[src/rtl/wbs_pkg.sv]
`default_nettype none
package wbs_pkg;

    localparam int ANGLE_ITERATIONS_DEF = 24;
    localparam int FRAC_BITS   = 24;
    localparam int SQRT_STEPS  = 30;
    localparam int SUM_W       = 60;
    localparam int CW          = 34;
    localparam int ZW          = 33;
    localparam int NORM_W      = 31;

    localparam logic [1:0] CMD_STOP    = 2'd0;
    localparam logic [1:0] CMD_FORWARD = 2'd1;
    localparam logic [1:0] CMD_CW      = 2'd2;
    localparam logic [1:0] CMD_CCW     = 2'd3;

    localparam logic [1:0] REG_RADIUS   = 2'd0;
    localparam logic [1:0] REG_DEADBAND = 2'd1;

    localparam logic [28:0] RANGE_MAX = 29'h1FFF_FFFF;

    typedef struct packed {
        logic [SUM_W-1:0]    n;
        logic [SUM_W-1:0]    r;
        logic signed [CW-1:0] x;
        logic signed [CW-1:0] y;
        logic signed [ZW-1:0] z;
        logic                a_zero;
        logic                b_zero;
        logic                lat_pos;
        logic                lon_pos;
        logic [8:0]          heading;
    } wbs_pipe_t;

    function automatic logic signed [ZW-1:0] atan_val(input int idx);
        logic signed [ZW-1:0] v;
        case (idx)
            0:  v = 33'sd754974720;
            1:  v = 33'sd445687602;
            2:  v = 33'sd235489088;
            3:  v = 33'sd119537938;
            4:  v = 33'sd60000934;
            5:  v = 33'sd30029717;
            6:  v = 33'sd15018523;
            7:  v = 33'sd7509720;
            8:  v = 33'sd3754917;
            9:  v = 33'sd1877466;
            10: v = 33'sd938734;
            11: v = 33'sd469367;
            12: v = 33'sd234684;
            13: v = 33'sd117342;
            14: v = 33'sd58671;
            15: v = 33'sd29335;
            16: v = 33'sd14668;
            17: v = 33'sd7334;
            18: v = 33'sd3667;
            19: v = 33'sd1833;
            20: v = 33'sd917;
            21: v = 33'sd458;
            22: v = 33'sd229;
            23: v = 33'sd115;
            24: v = 33'sd57;
            25: v = 33'sd29;
            26: v = 33'sd14;
            27: v = 33'sd7;
            28: v = 33'sd4;
            29: v = 33'sd2;
            30: v = 33'sd1;
            default: v = 33'sd0;
        endcase
        return v;
    endfunction

endpackage
`default_nettype wire

[src/rtl/wbs_front.sv]
`default_nettype none
module wbs_front
    import wbs_pkg::*;
(
    input  wire logic               aclk,
    input  wire logic               aresetn,
    input  wire logic               adv,
    input  wire logic               valid_in,
    input  wire logic signed [27:0] target_lat,
    input  wire logic signed [28:0] target_lon,
    input  wire logic signed [27:0] car_lat,
    input  wire logic signed [28:0] car_lon,
    input  wire logic [8:0]         heading_deg,
    output logic                    valid_out,
    output wbs_pipe_t               data_out
);

    // stage A: differences and magnitudes
    logic               va_reg;
    logic [28:0]        a_reg;
    logic [29:0]        b_reg;
    logic               latp_reg, lonp_reg;
    logic [8:0]         hd_reg;
    logic signed [28:0] dlat;
    logic signed [29:0] dlon;

    assign dlat = 29'(target_lat) - 29'(car_lat);
    assign dlon = 30'(target_lon) - 30'(car_lon);

    always_ff @(posedge aclk) begin
        if (!aresetn) begin
            va_reg <= 1'b0;
        end else if (adv) begin
            va_reg <= valid_in;
        end
        if (adv) begin
            a_reg    <= dlat[28] ? 29'(-dlat) : 29'(dlat);
            b_reg    <= dlon[29] ? 30'(-dlon) : 30'(dlon);
            latp_reg <= !dlat[28] && (dlat != '0);
            lonp_reg <= !dlon[29] && (dlon != '0);
            hd_reg   <= (heading_deg >= 9'd360) ? heading_deg - 9'd360 : heading_deg;
        end
    end

    // stage B: squares and normalisation
    logic              vb_reg;
    logic [57:0]       sqa_reg, sqb_reg;
    logic [NORM_W-1:0] an_reg, bn_reg;
    logic              az_reg, bz_reg, latp_b_reg, lonp_b_reg;
    logic [8:0]        hd_b_reg;
    logic [29:0]       ab_or;
    logic [4:0]        msb;
    logic [4:0]        sh;

    assign ab_or = {1'b0, a_reg} | b_reg;

    always_comb begin
        msb = '0;
        for (int i = 0; i < 30; i++) begin
            if (ab_or[i]) msb = 5'(i);
        end
        sh = (ab_or == '0) ? 5'd0 : 5'd30 - msb;
    end

    always_ff @(posedge aclk) begin
        if (!aresetn) begin
            vb_reg <= 1'b0;
        end else if (adv) begin
            vb_reg <= va_reg;
        end
        if (adv) begin
            sqa_reg    <= 58'(a_reg) * 58'(a_reg);
            sqb_reg    <= 58'(b_reg) * 58'(b_reg);
            an_reg     <= NORM_W'(a_reg) << sh;
            bn_reg     <= NORM_W'(b_reg) << sh;
            az_reg     <= (a_reg == '0);
            bz_reg     <= (b_reg == '0);
            latp_b_reg <= latp_reg;
            lonp_b_reg <= lonp_reg;
            hd_b_reg   <= hd_reg;
        end
    end

    // stage C: sum of squares, rotator start
    always_ff @(posedge aclk) begin
        if (!aresetn) begin
            valid_out <= 1'b0;
        end else if (adv) begin
            valid_out <= vb_reg;
        end
        if (adv) begin
            data_out.n       <= SUM_W'(sqa_reg) + SUM_W'(sqb_reg);
            data_out.r       <= '0;
            data_out.x       <= CW'(an_reg);
            data_out.y       <= CW'(bn_reg);
            data_out.z       <= '0;
            data_out.a_zero  <= az_reg;
            data_out.b_zero  <= bz_reg;
            data_out.lat_pos <= latp_b_reg;
            data_out.lon_pos <= lonp_b_reg;
            data_out.heading <= hd_b_reg;
        end
    end

endmodule
`default_nettype wire

[config.mk]
export PLATFORM = sky130hd
export DESIGN_NAME = wbs_front
export DESIGN_NICKNAME = d
export VERILOG_FILES = /design/src/rtl/wbs_pkg.sv /design/src/rtl/wbs_front.sv
export SDC_FILE = /design/constraint.sdc
export NUM_CORES = 2
export LEC_CHECK = 0
export ABC_AREA = 0
export BUFFER_PORTS_ARGS = -buffer_cell sky130_fd_sc_hd__buf_4
export CORE_ASPECT_RATIO = 2
export CORE_MARGIN = 2
export CORE_UTILIZATION = 45
export DETAILED_ROUTE_END_ITERATION = 16
export HOLD_SLACK_MARGIN = 0.15
export SYNTH_ARGS = -nofsm -noshare
export SYNTH_HDL_FRONTEND = slang
export SYNTH_SLANG_ARGS = --single-unit
[constraint.sdc]
create_clock -name aclk -period 11.58 [get_ports aclk]
set_input_delay 1.158 -clock aclk [delete_from_list [all_inputs] [get_ports aclk]]
set_output_delay 1.158 -clock aclk [all_outputs]
set_load 0.01 [all_outputs]
**Word level (Yosys, flattened, before mapping)**

Index checks and enable logic that the tools add are counted.

- Output and inout bits: 235
- Flip-flop bits (word level): 399

- Add/sub/neg operators: 7
- Multiplexer cells: 33
- Reduce and logical (&&, ||, !) cells: 9
- $lt $le $gt $ge: 1
- Bitwise operators: 1
- Multipliers: 2
- Shift-type cells: 2

Operator list:

| cell | number |
|---|---|
| $mux 5 | 29 |
| $logic_not 30->1 | 2 |
| $add 58x58->59 | 1 |
| $mul 29x29->58 | 1 |
| $mul 30x30->58 | 1 |
| $shl 29x5->31 | 1 |
| $shl 30x5->31 | 1 |
| $neg 30->30 | 1 |
| $or 29x30->30 | 1 |
| $reduce_bool 30->1 | 1 |
| $sub 29x29->30 | 1 |
| $logic_not 29->1 | 1 |
| $mux 29 | 1 |
| $neg 29->29 | 1 |
| $reduce_bool 29->1 | 1 |
| $sub 28x28->29 | 1 |
| $mux 28 | 1 |
| $ge 9x9->1 const B | 1 |
| $mux 9 | 1 |
| $sub 9x9->9 const B | 1 |
| $sub 5x5->5 const A | 1 |
| $logic_and 1x1->1 | 2 |
| $logic_not 1->1 | 2 |
| $mux 1 | 1 |

**Logic depth before layout (Yosys ltp)**

- Depth in word-level cells: 33
- Gate-level depth with buffers: 32
- Mapped depth without buffers: 30

**Worst setup path after synthesis**

No wires, ideal clock.

- Path kind: register to register
- From: register b_reg[7]
- To: register sqb_reg[57] (data pin)
- Arrival time: 8004 ps
- Cell stages (with the launch flop): 29
- Path slack: 3316 ps
- Path buffers: 3
- Required time: 11320 ps
- Path through: edfxtp_1 > clkbuf_1 > clkbuf_1 > clkbuf_1 > nand2_1 > fa_1 > inv_1 > fa_1 > inv_1 > fa_1 > fa_1 > fa_1 > inv_1 > fa_1 > fa_1 > inv_1 > fa_1 > inv_1 > ha_1 > and3_1 > a221o_1 > a2111oi_0 > a21oi_1 > o22ai_1 > o311a_1 > o211ai_1 > a31oi_1 > o21bai_1 > xnor2_1

- Cells in the longest elaborated chain, start to end: 1

RTL lines:

| what | line | RTL |
|---|---|---|
| from (decl) | wbs_front.sv:21 | `logic [29:0] b_reg;` |
| from (signal assigned) | wbs_front.sv:38 | `b_reg <= dlon[29] ? 30'(-dlon) : 30'(dlon);` |
| $mul 30x30->58 | wbs_front.sv:73 | `sqb_reg <= 58'(b_reg) * 58'(b_reg);` |
| to (signal assigned) | wbs_front.sv:73 |  |
| to (decl) | wbs_front.sv:47 | `logic [57:0] sqa_reg, sqb_reg;` |

No other way between the ends.
A chain may end at the register's enable or synchronous reset.

**Worst setup path in the final report**

- From: register b_reg[3]
- To: register sqb_reg[56] (data pin)

The elaborated chain is that of the path after synthesis.

==> results.cfg <==
[outcome]
status = completed

[synthesis]
yosysUniqueCellTypes = 97
syn_avg_cell_area_um2 = 9.624
syn_inst = 7614
yosys.area.top_type = fa_1
ys_ff_latch = 396
synth-edff-count = 393
async_flop_share_pct = 0
yosysSeqAreaShare_pct = 16.19
netlist_area_um2 = 73280
yosysWarnings = 0
yosys_most_used_dff = edfxtp_1
synth_area_leaders = fa_1 (37%), edfxtp_1 (16%), ha_1 (11%)
netlist.area_leader.share_pct = 36.83

[cts]
post_cts_buffers = 0
h-tree-depth = 2
cts_resized = 0
cts_buffer_depth = 3
cts_root_buf = clkbuf_16
path_clk_slew_ps = 70
cts_tree = built
cts_sinks = 396
worstSkewPairLatency_ps = 660
cts_hold_buf = 0
cts_buffers = 42

[drt]
ant_nets = 0
viasPerCell = 5.441
vias = 54000
dr.pass1.iters = 6
drc = 0
wire_per_inst_um = 24.20
drt_iter0_drc = 3022
wl_um = 240100

[setup_path]
crit_type = reg2reg
required_ps = 11980
critPathCaptureType = flop
cp_max_fo = 30
r2r-start = b_reg[3]
cp.arrival_ps = 11230
critPathMostFrequentCell = fa_1
cp_top_family = adder cells
startpoint_type = flop
cp_num_buf_inv = 7
slowest_delay_ps = 850
crit_slowest_cell = o2111ai_1
critPathLaunch = b_reg[3]

[global_routing]
overflow = 0
grtUsageTotal_pct = 29.49
grt_max_degree = 158
grt_antenna_before_repair = 10
grt_pass1_vias = 59660
grt_pass1_wl_um = 359300

[placement]
io_buffers = 261
dp_hpwl_um = 197700
dp.cells = 9839
gp_congestion = 0.9838

[min_path]
holdCritPathClass = reg2reg
worstHoldStart = bn_reg[18]

[cells_and_area]
multi_input_area_um2 = 53100
stdcell_count = 9923
layout_common_cells = inv_1 (1,815), fa_1 (1,348), nand2_1 (673)
drive_gt1_share_pct = 6.879
largest_reg_flops = 134
mostFrequentLayoutCell = inv_1
num-fill-cells = 15190
flow.area_growth_from_synthesis_pct = 7.615
seqCellArea_um2 = 11860
nNetsFinal = 9872

[floorplanning]
start_util_pct = 45.27
die_h_um = 574.7
dieArea_um2 = 166300
die_w_um = 289.3
rows = 209
io-pin-count = 362
core_area_um2 = 161900

[timing]
finalMaxSlewViolations = 0
tns_ps = 0
finalCritPeriodShare_pct = 93.57
fmax_ghz = 0.09229
max_slew_margin_pct = 17.51
worst_clock_skew_ps = 55.81
grt_setup_unrepaired = no
period_needed_ps = 10840
finalHoldViolCount = 0
setup_violations = 0
worst_pin_slew_ps = 1229

[job]
maxCapViolations = 0
-- final cells by class --
cell class,count,share of cell area (%)
multi-input combinational,5110,67.34
clock inverter,24,0.3142
clock buffer,53,1.412
timing repair buffer,400,3.846
inverter,1823,8.677
sequential,396,15.04
antenna,7,0.02221
tap,2110,3.348
-- worst reg2reg max path: cells and delay by family (launching register included) --
kind            cells  cell delay (ps)
flops               1              320
fa+ha+maj           9             4440
simple gates        3             1600
xor+xnor            1              130
buf+inv             7             1530
compound gates      8             2580
-- metal layers --
metal  global-route usage [%]  part of all wire (%)  vias to the layer above
met2                    54.68                    53                     2011
li1                         -                     -                    23840
met1                    29.20                    32                    27280
met3                    3.351                   4.8                      855
met5                        0                 0.021                        -
met4                    23.56                    10                        6
-- synthesized netlist by cell type (all sizes together) (147+ instances only) --
library cell / n
fa: 1348
buf: 147
nand2: 673
and2: 372
nor2: 298
a21oi: 275
o21ai: 184
ha: 624
inv: 1816
xnor2: 193
edfxtp: 393
clkbuf: 237
-- worst paths after layout --
kind	to	slack, ps	cells past startpoint
worst max-delay path	sqb_reg[56]	740	28
worst min-delay path	data_out[64]	400	0
worst max register to register	sqb_reg[56]	740	28
worst min register to register	data_out[64]	400	0
-- per-stage QoR --
| stage | hold WS, ps | cell area [um^2] | utilization, % | worst slack, ps |
|---|---|---|---|---|
| floorplan | 400.3 | 73650 | - | 3316 |
| global placement | 401.5 | 77470 | 47.86 | 616.5 |
| detailed placement | 404.5 | 77480 | 47.87 | 909.6 |
| CTS | 398.4 | 78840 | 48.71 | 880.1 |
| global route | 412.4 | 78840 | 48.71 | 586.0 |
| finish | 398.7 | 78860 | 48.72 | 744.8 |
-- cell families (layout without fill, tap and decap cells) --
kind of cell / after synthesis / after routing / share of synthesized area [%]
AOI/OAI and AO/OA: 912 / 912 / 7.994
muxes: 109 / 109 / 1.540
and+or+nand+nor: 1725 / 1725 / 11.40
adders and majority gates: 1972 / 1972 / 47.48
DFF: 396 / 396 / 16.19
xor gates and xnor gates: 292 / 292 / 3.490
other: 1 / 107 / 0.005117
buffers and inverters: 2207 / 2300 / 11.90
Power is left out: the tool's default activity adds up to more than one toggle a clock period on the data nets, which glitch-free logic cannot reach.
