`config.mk`:
```
export PLATFORM = sky130hd
export DESIGN_NAME = wbs_back
export DESIGN_NICKNAME = d
export VERILOG_FILES = /design/src/rtl/wbs_pkg.sv /design/src/rtl/wbs_back.sv
export SDC_FILE = /design/constraint.sdc
export NUM_CORES = 1
export LEC_CHECK = 0
export ABC_AREA = 1
export BUFFER_PORTS_ARGS = -buffer_cell sky130_fd_sc_hd__buf_2
export CAP_MARGIN = 25
export CORE_MARGIN = 10
export CORE_UTILIZATION = 46
export CTS_CLUSTER_SIZE = 16
export DETAILED_ROUTE_END_ITERATION = 10
export PLACE_DENSITY_LB_ADDON = 0.08
export SYNTH_ARGS = -nofsm -noshare
export SYNTH_HDL_FRONTEND = slang
export SYNTH_SLANG_ARGS = --single-unit
export TNS_END_PERCENT = 10
```
`constraint.sdc`:
```
create_clock -name aclk -period 4.3 [get_ports aclk]
set_clock_uncertainty 0.15 [all_clocks]
set_input_delay 0.215 -clock aclk [delete_from_list [all_inputs] [get_ports aclk]]
set_output_delay 0.215 -clock aclk [all_outputs]
set_load 0.01 [all_outputs]
```
`src/rtl/wbs_pkg.sv`:
```
`default_nettype none
package wbs_pkg;

    localparam int ANGLE_ITERATIONS_DEF = 24;
    localparam int FRAC_BITS   = 24;
    localparam int SQRT_STEPS  = 30;
    localparam int SUM_W       = 60;
    localparam int CW          = 34;
    localparam int ZW          = 33;
    localparam int NORM_W      = 31;

    localparam logic [1:0] CMD_STOP    = 2'd0;
    localparam logic [1:0] CMD_FORWARD = 2'd1;
    localparam logic [1:0] CMD_CW      = 2'd2;
    localparam logic [1:0] CMD_CCW     = 2'd3;

    localparam logic [1:0] REG_RADIUS   = 2'd0;
    localparam logic [1:0] REG_DEADBAND = 2'd1;

    localparam logic [28:0] RANGE_MAX = 29'h1FFF_FFFF;

    typedef struct packed {
        logic [SUM_W-1:0]    n;
        logic [SUM_W-1:0]    r;
        logic signed [CW-1:0] x;
        logic signed [CW-1:0] y;
        logic signed [ZW-1:0] z;
        logic                a_zero;
        logic                b_zero;
        logic                lat_pos;
        logic                lon_pos;
        logic [8:0]          heading;
    } wbs_pipe_t;

    function automatic logic signed [ZW-1:0] atan_val(input int idx);
        logic signed [ZW-1:0] v;
        case (idx)
            0:  v = 33'sd754974720;
            1:  v = 33'sd445687602;
            2:  v = 33'sd235489088;
            3:  v = 33'sd119537938;
            4:  v = 33'sd60000934;
            5:  v = 33'sd30029717;
            6:  v = 33'sd15018523;
            7:  v = 33'sd7509720;
            8:  v = 33'sd3754917;
            9:  v = 33'sd1877466;
            10: v = 33'sd938734;
            11: v = 33'sd469367;
            12: v = 33'sd234684;
            13: v = 33'sd117342;
            14: v = 33'sd58671;
            15: v = 33'sd29335;
            16: v = 33'sd14668;
            17: v = 33'sd7334;
            18: v = 33'sd3667;
            19: v = 33'sd1833;
            20: v = 33'sd917;
            21: v = 33'sd458;
            22: v = 33'sd229;
            23: v = 33'sd115;
            24: v = 33'sd57;
            25: v = 33'sd29;
            26: v = 33'sd14;
            27: v = 33'sd7;
            28: v = 33'sd4;
            29: v = 33'sd2;
            30: v = 33'sd1;
            default: v = 33'sd0;
        endcase
        return v;
    endfunction

endpackage
`default_nettype wire

```
`src/rtl/wbs_back.sv`:
```
`default_nettype none
module wbs_back
    import wbs_pkg::*;
(
    input  wire logic   aclk,
    input  wire logic   aresetn,
    input  wire logic   adv,
    input  wire logic   valid_in,
    input  wbs_pipe_t   data_in,
    input  wire logic [15:0] radius,
    input  wire logic [7:0]  deadband,
    output logic        valid_out,
    output logic [1:0]  move_cmd,
    output logic [8:0]  bearing_deg,
    output logic [8:0]  heading_error,
    output logic [28:0] range_udeg
);

    localparam logic [33:0] DEG90  = 34'(90)  << FRAC_BITS;
    localparam logic [33:0] DEG180 = 34'(180) << FRAC_BITS;
    localparam logic [33:0] DEG360 = 34'(360) << FRAC_BITS;

    // stage 1: quadrant fold to bearing
    logic [33:0] th, f;
    logic [9:0]  bw;
    logic [8:0]  brg;

    always_comb begin
        if (data_in.z < 0)                    th = '0;
        else if (34'(data_in.z) > DEG90)      th = DEG90;
        else                                  th = 34'(data_in.z);
        if (data_in.lat_pos && data_in.lon_pos)   f = th;
        else if (!data_in.lat_pos && data_in.lon_pos) f = DEG180 - th;
        else if (!data_in.lat_pos)            f = DEG180 + th;
        else                                  f = DEG360 - th;
        bw = f[33:24];
        if (data_in.a_zero && data_in.b_zero) brg = 9'd0;
        else if (data_in.b_zero)              brg = data_in.lat_pos ? 9'd0 : 9'd180;
        else if (data_in.a_zero)              brg = data_in.lon_pos ? 9'd90 : 9'd270;
        else if (bw >= 10'd360)               brg = 9'(bw - 10'd360);
        else                                  brg = bw[8:0];
    end

    logic        v1_reg;
    logic [8:0]  brg_reg, hd_reg;
    logic [29:0] dist_reg;

    always_ff @(posedge aclk) begin
        if (!aresetn) begin
            v1_reg <= 1'b0;
        end else if (adv) begin
            v1_reg <= valid_in;
        end
        if (adv) begin
            brg_reg  <= brg;
            hd_reg   <= data_in.heading;
            dist_reg <= data_in.r[29:0];
        end
    end

    // stage 2: heading error and command
    logic [9:0] t;
    logic [8:0] err;
    logic [1:0] cmd;

    always_comb begin
        t   = 10'(brg_reg) + 10'd360 - 10'(hd_reg);
        err = (t >= 10'd360) ? 9'(t - 10'd360) : t[8:0];
        if (dist_reg < 30'(radius))                        cmd = CMD_STOP;
        else if ((10'(err) >= 10'd360 - 10'(deadband)) ||
                 (10'(err) < 10'(deadband)))               cmd = CMD_FORWARD;
        else if (err >= 9'd180)                            cmd = CMD_CCW;
        else                                               cmd = CMD_CW;
    end

    always_ff @(posedge aclk) begin
        if (!aresetn) begin
            valid_out <= 1'b0;
        end else if (adv) begin
            valid_out <= v1_reg;
        end
        if (adv) begin
            move_cmd      <= cmd;
            bearing_deg   <= brg_reg;
            heading_error <= err;
            range_udeg    <= dist_reg[29] ? RANGE_MAX : dist_reg[28:0];
        end
    end

endmodule
`default_nettype wire

```
# Word level (Yosys, flattened, before mapping)
# Cells that the tools add are included.
# word_totals
romBits	0
input_bits	262
word_cells	45
reg_bits	99
n_memories	0
latchBits	0
output_inout_bits	50
ram_bits	0
# op_classes
eq_ne	0
n_addsub	8
n_mul	0
n_div	0
n_reduce_logical	6
mux	13
bitwise_logic	0
n_lt_le_gt_ge	8
shift	0
# ops
op	n
$mux W34	5
$mux W9	5
$add A32 B34 Y34 const A	1
$gt A34 B31 Y1 const B	1
$sub A32 B34 Y34 const A	1
$sub A33 B34 Y34 const A	1
$lt A33 B1 Y1 const B	1
$lt A30 B16 Y1	1
$ge A10 B9 Y1 const B	2
$sub A9 B9 Y9 const B	2
$add A9 B9 Y10 const B	1
$ge A9 B10 Y1	1
$sub A10 B9 Y10	1
$sub A9 B8 Y10 const A	1
$ge A9 B8 Y1 const B	1
$lt A9 B8 Y1	1
$mux W8	1
$logic_and A1 B1 Y1	3
$mux W1	2
$reduce_or A2 Y1	1
$logic_not A1 Y1	1
$logic_or A1 B1 Y1	1

# Longest topological paths before layout
# Gate-level depths: netlist of the first run.
# logic_depth
ltp_word	11
depth_mapped	27
ltp_nobuf	27

# Least setup slack after synthesis of the first run
# Ideal clock, no wire load.
# synth_timing
path_kind	register to register
start	register brg_reg[1]
end	register move_cmd[0] (data pin)
setup_ns	0.261
period_less_slack_ns	3.891
setup_slack_ns	0.409
arrival_time_ns	3.479
t_required_ns	3.889
stages_incl_launch_ff	25
n_path_buf	0
path_cell_list	edfxtp_1 -> ha_1 -> ha_1 -> fa_1 -> nand3_1 -> nand2_1 -> a21oi_1 -> nor2_1 -> nor2_1 -> xor2_1 -> nand2_1 -> nand2_1 -> nand2_1 -> xor2_1 -> ha_1 -> inv_1 -> o21bai_1 -> a21oi_1 -> o21bai_1 -> a21oi_1 -> o21bai_1 -> a21oi_1 -> nand2_1 -> inv_1 -> a31oi_1
# synth_between
elab_chain_len	7
elab_cells_between_ends	11
cone_classes	add/sub: 3; order compare: 4; mux: 3; reduce/logical: 1
# synth_lines
element	line_no	source
from (decl)	wbs_back.sv:45	logic [8:0] brg_reg, hd_reg;
from (signal assigned)	wbs_back.sv:55	brg_reg <= brg;
$add A9 B9 Y10 *	wbs_back.sv:67	t = 10'(brg_reg) + 10'd360 - 10'(hd_reg);
$sub A10 B9 Y10 *	wbs_back.sv:67	
$sub A9 B9 Y9 or $ge A10 B9 Y1 (tied branches)	wbs_back.sv:68	err = (t >= 10'd360) ? 9'(t - 10'd360) : t[8:0];
$mux W9 *	wbs_back.sv:68	
named net err[3]	wbs_back.sv:63	logic [8:0] err;
$ge A9 B8 Y1, or another cell as far along	wbs_back.sv:72	else if (err >= 9'd180) cmd = CMD_CCW;
$mux W1 or $logic_or A1 B1 Y1 (tied branches)	wbs_back.sv:72, wbs_back.sv:70	
$mux W1 *	wbs_back.sv:70	else if ((10'(err) >= 10'd360 - 10'(deadband)) ||
to (signal assigned)	wbs_back.sv:83	move_cmd <= cmd;
to (decl)	wbs_back.sv:13	output logic [1:0] move_cmd,
# Mark *: on every way through the listed nets, which the timed path passes. The rest lies on a longest branch.
# A chain may end at the register's enable or synchronous reset.

# Final worst setup path of the first run
# layout_timing
start	register hd_reg[4]
end	register move_cmd[0] (data pin)
# layout_between
elab_chain_len	6
elab_cells_between_ends	10
cone_classes	add/sub: 2; order compare: 4; mux: 3; reduce/logical: 1
# layout_lines
element	line_no	source
from (decl)	wbs_back.sv:45	
from (signal assigned)	wbs_back.sv:56	hd_reg <= data_in.heading;
$sub A10 B9 Y10 *	wbs_back.sv:67	
$sub A9 B9 Y9 or $ge A10 B9 Y1 (tied branches)	wbs_back.sv:68	
$mux W9 *	wbs_back.sv:68	
named net err[4]	wbs_back.sv:63	
$ge A9 B8 Y1, or another cell as far along	wbs_back.sv:72	
$mux W1 or $logic_or A1 B1 Y1 (tied branches)	wbs_back.sv:72, wbs_back.sv:70	
$mux W1 *	wbs_back.sv:70	
# Marks and branches as above.

==> flow_summary_export.csv, run 1 <==
group,metric,value,unit
place,dp.final_hpwl,10900,um
pwr,pwr_density_cell,417,nW/um^2
timing,rsz0062_at_grt,"true",
detailed_routing,drc,0,
clock_network,cts_buffers,9,
min_path,hp-class,"input pin to flop",
pwr,max-vdd-ir-drop,241,uV
pwr,power_leakage,0.00373,uW
global_routing,grt_first_pass_wirelength,23400,um
synth,synthDistinctLibCells,40,
synth,yosysWarningCount,0,
synth,synth_area_leaders,"edfxtp_1 49%, ha_1 11%, inv_1 7.2%",
detailed_routing,first_pass_iters,4,
die,die_w,134,um
detailed_routing,detail_route.wl_per_cell,13.9,um
global_routing,grt.total_usage,0.159,
die,start_util,0.473,
place,gp_congestion,0.910,
timing,fmax,0.251,GHz
timing,worstMarginPinSlew,0.864,ns
detailed_routing,first_iter_violations,260,
timing,relSlewSlack,0.424,
layout,most-common-layout-cells,"152 x buf_2, 114 x inv_1, 101 x nand2_1",
flow_run,cap_violations,0,
worst_setup_path,arrival,3.92,ns
die,die_area,18000,um^2
die,ioPinCount,312,
detailed_routing,totalWireLength,14000,um
worst_setup_path,r2r-start,"hd_reg[4]",
detailed_routing,viasPerCell,4.83,
timing,setup_ws,0.312,ns
global_routing,grt_pass1_vias,5001,
layout,regArea,2950,um^2
worst_setup_path,cp_max_fo,5,
synth,synth.avg_cell_area,9.62,um^2
synth,netlist_instances,623,
layout,multi_input_area,2670,um^2
global_routing,grt_max_degree,68,
synth,syn-cell-area,5990,um^2
synth,synth_edf_count,97,
timing,post-route-min-period,3.99,ns
timing,setup_viol,0,
place,io_buffers,153,
layout,fillers,1066,
clock_network,clk_latency,0.35,ns
worst_setup_path,critPathTopFamily,"adder cells",
synth,synthArstFlopShare,0,
synth,ys.flop_type,"edfxtp_1",
layout,layout_commonest_cell,"buf_2",
timing,maxSlewViolCount,0,
clock_network,clk_pin_slew,0.08,ns
timing,hold_viol_final,0,
synth,synth_top_area_cell,"edfxtp_1",
layout,area_growth,30.9,%
clock_network,clock_path_buffers,2,
die,fp.coreArea,12700,um^2
synth,synth_fp_nets,941,
layout,antenna-diode-count,0,
worst_setup_path,start_kind,"flop",
detailed_routing,via_count,4870,
worst_setup_path,crit_buf_inv,5,
detailed_routing,ant_nets,0,
worst_setup_path,cp_slowest_cell,"edfxtp_1",
worst_setup_path,startpoint,"hd_reg[4]",
synth,ys_ff_latch,99,
min_path,hold_start,"data_in[12]",
worst_setup_path,cp.required,4.23,ns
global_routing,antenna_found_initial,1,
place,place_ws,0.0210,ns
clock_network,cts_root_buffer,"clkbuf_16",
layout,final_nets,1149,
global_routing,overflow,0,
layout,final_util,0.619,
clock_network,clock_sinks,99,
worst_setup_path,worst_path_largest_cell_delay,0.43,ns
layout,largest_reg_flops,30,
die,die_y,134,um
worst_setup_path,path_class,"flop to flop",
clock_network,cts_max_level,3,
layout,drive_above_1_share,0.324,
synth,synth_top_area_frac,0.486,
clock_network,tritoncts,"yes",
worst_setup_path,crit_top_cell,"inv_1",
status,status,"completed",
timing,period_share,0.928,
die,rows,41,
worst_setup_path,endpoint_kind,"flop",
synth,yosysSeqAreaShare,0.493,
## area by class of cell
| cell class | count | area share |
|---|---|---|
| Sequential cell | 99 | 0.377 |
| Multi-Input combinational cell | 395 | 0.340 |
| Timing Repair Buffer | 202 | 0.158 |
| Inverter | 124 | 0.0597 |
| Clock buffer | 9 | 0.0287 |
| Tap cell | 172 | 0.0274 |
| Clock inverter | 7 | 0.00910 |
## layer usage
layer  up-vias  GRT usage  share of wire
li1       2490          -              -
met1      2229      0.173           0.40
met2       128      0.290           0.52
met3        21     0.0474          0.066
met4         2     0.0466          0.013
met5         -          0        0.00093
## cells in the mapped netlist, types with 6 or more instances
cell,n
nand4_1,13
a21oi_1,33
or2_2,27
inv_1,115
o21bai_1,6
xor2_1,18
nand2_1,105
o21ai_1,9
nor2_1,31
o21ai_0,14
nand3_1,21
nand3_2,8
ha_1,55
inv_2,8
nand2_2,13
edfxtp_1,97
## cells by family after synthesis
family / after synthesis / synth area share
AND/OR/NAND/NOR: 240 / 0.201
buffers and inverters: 129 / 0.0831
flip-flops: 99 / 0.493
AO/OA/AOI/OAI: 79 / 0.0760
adder cells (fa/ha/maj): 56 / 0.118
XOR/XNOR: 20 / 0.0292
## what timing repair did
action	4_1_cts	5_1_grt
hold endpoints to repair	41	0
setup endpoints to repair	1	2
hold buffers	42	0
pin swaps	0	10
setup buffers	0	2
gates resized for setup	2	23
## power by group
| group | total, uW | internal [uW] | switching, uW |
|---|---|---|---|
| combinational | 1220 | 538 | 687 |
| sequential | 1250 | 1210 | 37.0 |
| clock | 797 | 408 | 389 |
| total | 3270 | 2160 | 1110 |
## final timing paths
check                           slack [ns]  cells after the start        endpoint
worst min-delay path                  0.07                      2      brg_reg[7]
worst max register to register        0.31                     25     move_cmd[0]
worst min register to register        0.30                      0  bearing_deg[3]
worst max-delay path                  0.31                     25     move_cmd[0]
## per-stage QoR
stage                     cell area, um^2  power (uW)  cells  TNS, ns  hold WS (ns)
final                                7840        3270   1008        0        0.0721
after global routing                 7840        3530   1008  -0.0254        0.0869
after CTS                            7710        3220   1006        0        0.0537
after detailed placement             6980        2350    948        0         0.243
after global placement               6980        2310    948        0         0.241
after floorplan                      5990        2010    623        0         0.164
Power figures use the tool's default switching activity.
==> run 2, diff against run 1 <==
--- a/config.mk
+++ b/config.mk
@@ -8,11 +8,14 @@
 export ABC_AREA = 1
 export BUFFER_PORTS_ARGS = -buffer_cell sky130_fd_sc_hd__buf_2
 export CAP_MARGIN = 25
+export CELL_PAD_IN_SITES_DETAIL_PLACEMENT = 1
+export CELL_PAD_IN_SITES_GLOBAL_PLACEMENT = 1
 export CORE_MARGIN = 10
-export CORE_UTILIZATION = 46
+export CORE_UTILIZATION = 33
 export CTS_CLUSTER_SIZE = 16
 export DETAILED_ROUTE_END_ITERATION = 10
 export PLACE_DENSITY_LB_ADDON = 0.08
+export RECOVER_POWER = 50
 export SYNTH_ARGS = -nofsm -noshare
 export SYNTH_HDL_FRONTEND = slang
 export SYNTH_SLANG_ARGS = --single-unit
==> run 2 against run 1 <==
The run now ends with capacitance limit, slew limit left. Power grew 2.7%. Cell count up 6.1%. Non-clock buffer count grew 4. Flip-flop and latch count did not move. Maximum frequency decreased by 1.8%. Clock power grew 1%. Core utilization is 17 points lower. Via count is 1.4% higher. Sequential power is essentially flat. Highest routed layer unchanged. First-iteration DRC count shrank 51%. Critical path depth is 1 lower.
==> flow_summary_export.csv, run 2 (same netlist as run 1, synthesis figures left out) <==
group,metric,value,unit
die,die_y,155,um
global_routing,grt_pass1_vias,5423,
die,die_w,155,um
worst_setup_path,critPathTopFamily,"adder cells",
timing,relSlewSlack,-0.203,
clock_network,cts_max_level,3,
timing,maxSlewViolCount,71,
status,violations,"capacitance limit, slew limit",
die,fp.coreArea,17900,um^2
place,dp.final_hpwl,13300,um
timing,fmax,0.246,GHz
detailed_routing,first_pass_iters,4,
pwr,power,3360,uW
clock_network,tritoncts,"yes",
worst_setup_path,cp_max_fo,4,
place,io_buffers,153,
flow_run,cap_violations,1,
timing,post-route-min-period,4.06,ns
clock_network,clk_latency,0.35,ns
layout,largest_reg_flops,30,
place,place_ws,-0.0731,ns
timing,holdWs,0.0789,ns
worst_setup_path,crit_buf_inv,2,
clock_network,cts_buffers,9,
layout,area_growth,32.6,%
die,start_util,0.335,
clock_network,cts_root_buffer,"clkbuf_16",
layout,final_util,0.444,
worst_setup_path,arrival,4.00,ns
pwr,max-vdd-ir-drop,296,uV
timing,worstMarginPinSlew,1.80,ns
timing,setup_viol,0,
min_path,hp-class,"input pin to flop",
status,status,"finished, violations left",
global_routing,grt.total_usage,0.136,
clock_network,clock_sinks,99,
detailed_routing,ant_nets,0,
worst_setup_path,endpoint_kind,"flop",
detailed_routing,first_iter_violations,127,
layout,final_nets,1153,
layout,most-common-layout-cells,"143 x buf_2, 112 x inv_1, 101 x nand2_1",
worst_setup_path,path_class,"flop to flop",
worst_setup_path,worst_path_largest_cell_delay,0.45,ns
worst_setup_path,path_cells,"ha_4 > ha_2 > fa_2 > nand3_1 > nand2_2 > a21oi_2 > nor2_1 > nor2_1 > xor2_1 > nand2_1 > nand2_2 > nand2_4 > buf_4 > nor2_4 > a21oi_4 > ha_1 > a21oi_1 > o21bai_1 > a21oi_2 > o21bai_1 > a21oi_1 > nand2_1 > inv_1 > a31oi_1",
detailed_routing,detail_route.wl_per_cell,15.7,um
global_routing,overflow,0,
timing,setup_ws,0.239,ns
pwr,pwr_density_cell,423,nW/um^2
die,ioPinCount,312,
place,dp_cells,1008,
place,gp_congestion,0.803,
detailed_routing,viasPerCell,4.62,
global_routing,antenna_found_initial,1,
layout,fin_cells,1069,
pwr,power_leakage,0.00372,uW
detailed_routing,drc,0,
global_routing,grt_first_pass_wirelength,26700,um
detailed_routing,via_count,4940,
die,rows,49,
clock_network,clock_path_buffers,2,
worst_setup_path,cp_slowest_cell,"edfxtp_1",
layout,drive_above_1_share,0.317,
worst_setup_path,cp.required,4.24,ns
layout,antenna-diode-count,0,
die,die_area,23900,um^2
detailed_routing,totalWireLength,16800,um
clock_network,clk_pin_slew,0.08,ns
layout,layout_commonest_cell,"buf_2",
global_routing,grt_max_degree,71,
worst_setup_path,start_kind,"flop",
layout,fillers,2064,
timing,hold_viol_final,0,
timing,period_share,0.944,
==> run 2: path summary, 6_finish.rpt <==
check,from,end,slack [ns],cells after the start
max,brg_reg[1],move_cmd[0],0.24,24
min reg2reg,brg_reg[6],bearing_deg[6],0.31,0
min,data_in[12],brg_reg[7],0.08,2
max reg2reg,brg_reg[1],move_cmd[0],0.24,24
==> run 2: repair_timing <==
action                     4_1_cts  5_1_grt
hold endpoints to repair        41        0
resized for setup                3       26
buffers inserted                 1        2
hold buffers                    42        0
pin swaps                        0       13
setup endpoints to repair        2        2
==> run 2: cell type report <==
cell class	count	area, um^2	share of cell area
clock buffer	9	225	0.0283
timing repair buffer	206	1260	0.158
multi-input combinational	395	2690	0.338
tap	229	287	0.0361
inverter	124	468	0.0589
sequential	99	2950	0.372
clock inverter	7	70.1	0.00882
==> run 2: report_power, final <==
part	leakage [uW]	internal [uW]	switching (uW)
combinational	0.00263	573	725
sequential	0.000946	1220	40.4
clock	0.000147	410	398
total	0.00372	2200	1160
==> run 2: metal layers <==
layer / wire (um) / vias to the layer above / GRT usage
met5: 18 / - / 0
met4: 267 / 2 / 0.0360
met3: 770 / 16 / 0.0369
met2: 8810 / 89 / 0.250
met1: 6970 / 2343 / 0.151
li1: - / 2490 / -
==> run 2: stage by stage <==
step / TNS [ns] / cell area, um^2
floorplan: 0 / 5990
global placement: 0 / 7080
detailed placement: -0.0731 / 7080
CTS: 0 / 7810
global route: -0.0668 / 7950
finish: 0 / 7950
==> run 2: worst register-to-register path, cell delays in order, from the launching register on <==
cell,delay (ns)
edfxtp_1,0.45
ha_4,0.24
ha_2,0.19
fa_2,0.34
nand3_1,0.09
nand2_2,0.09
a21oi_2,0.13
nor2_1,0.05
nor2_1,0.13
xor2_1,0.22
nand2_1,0.12
nand2_2,0.11
nand2_4,0.08
buf_4,0.18
nor2_4,0.10
a21oi_4,0.05
ha_1,0.29
a21oi_1,0.15
o21bai_1,0.09
a21oi_2,0.14
o21bai_1,0.07
a21oi_1,0.14
nand2_1,0.09
inv_1,0.05
a31oi_1,0.07
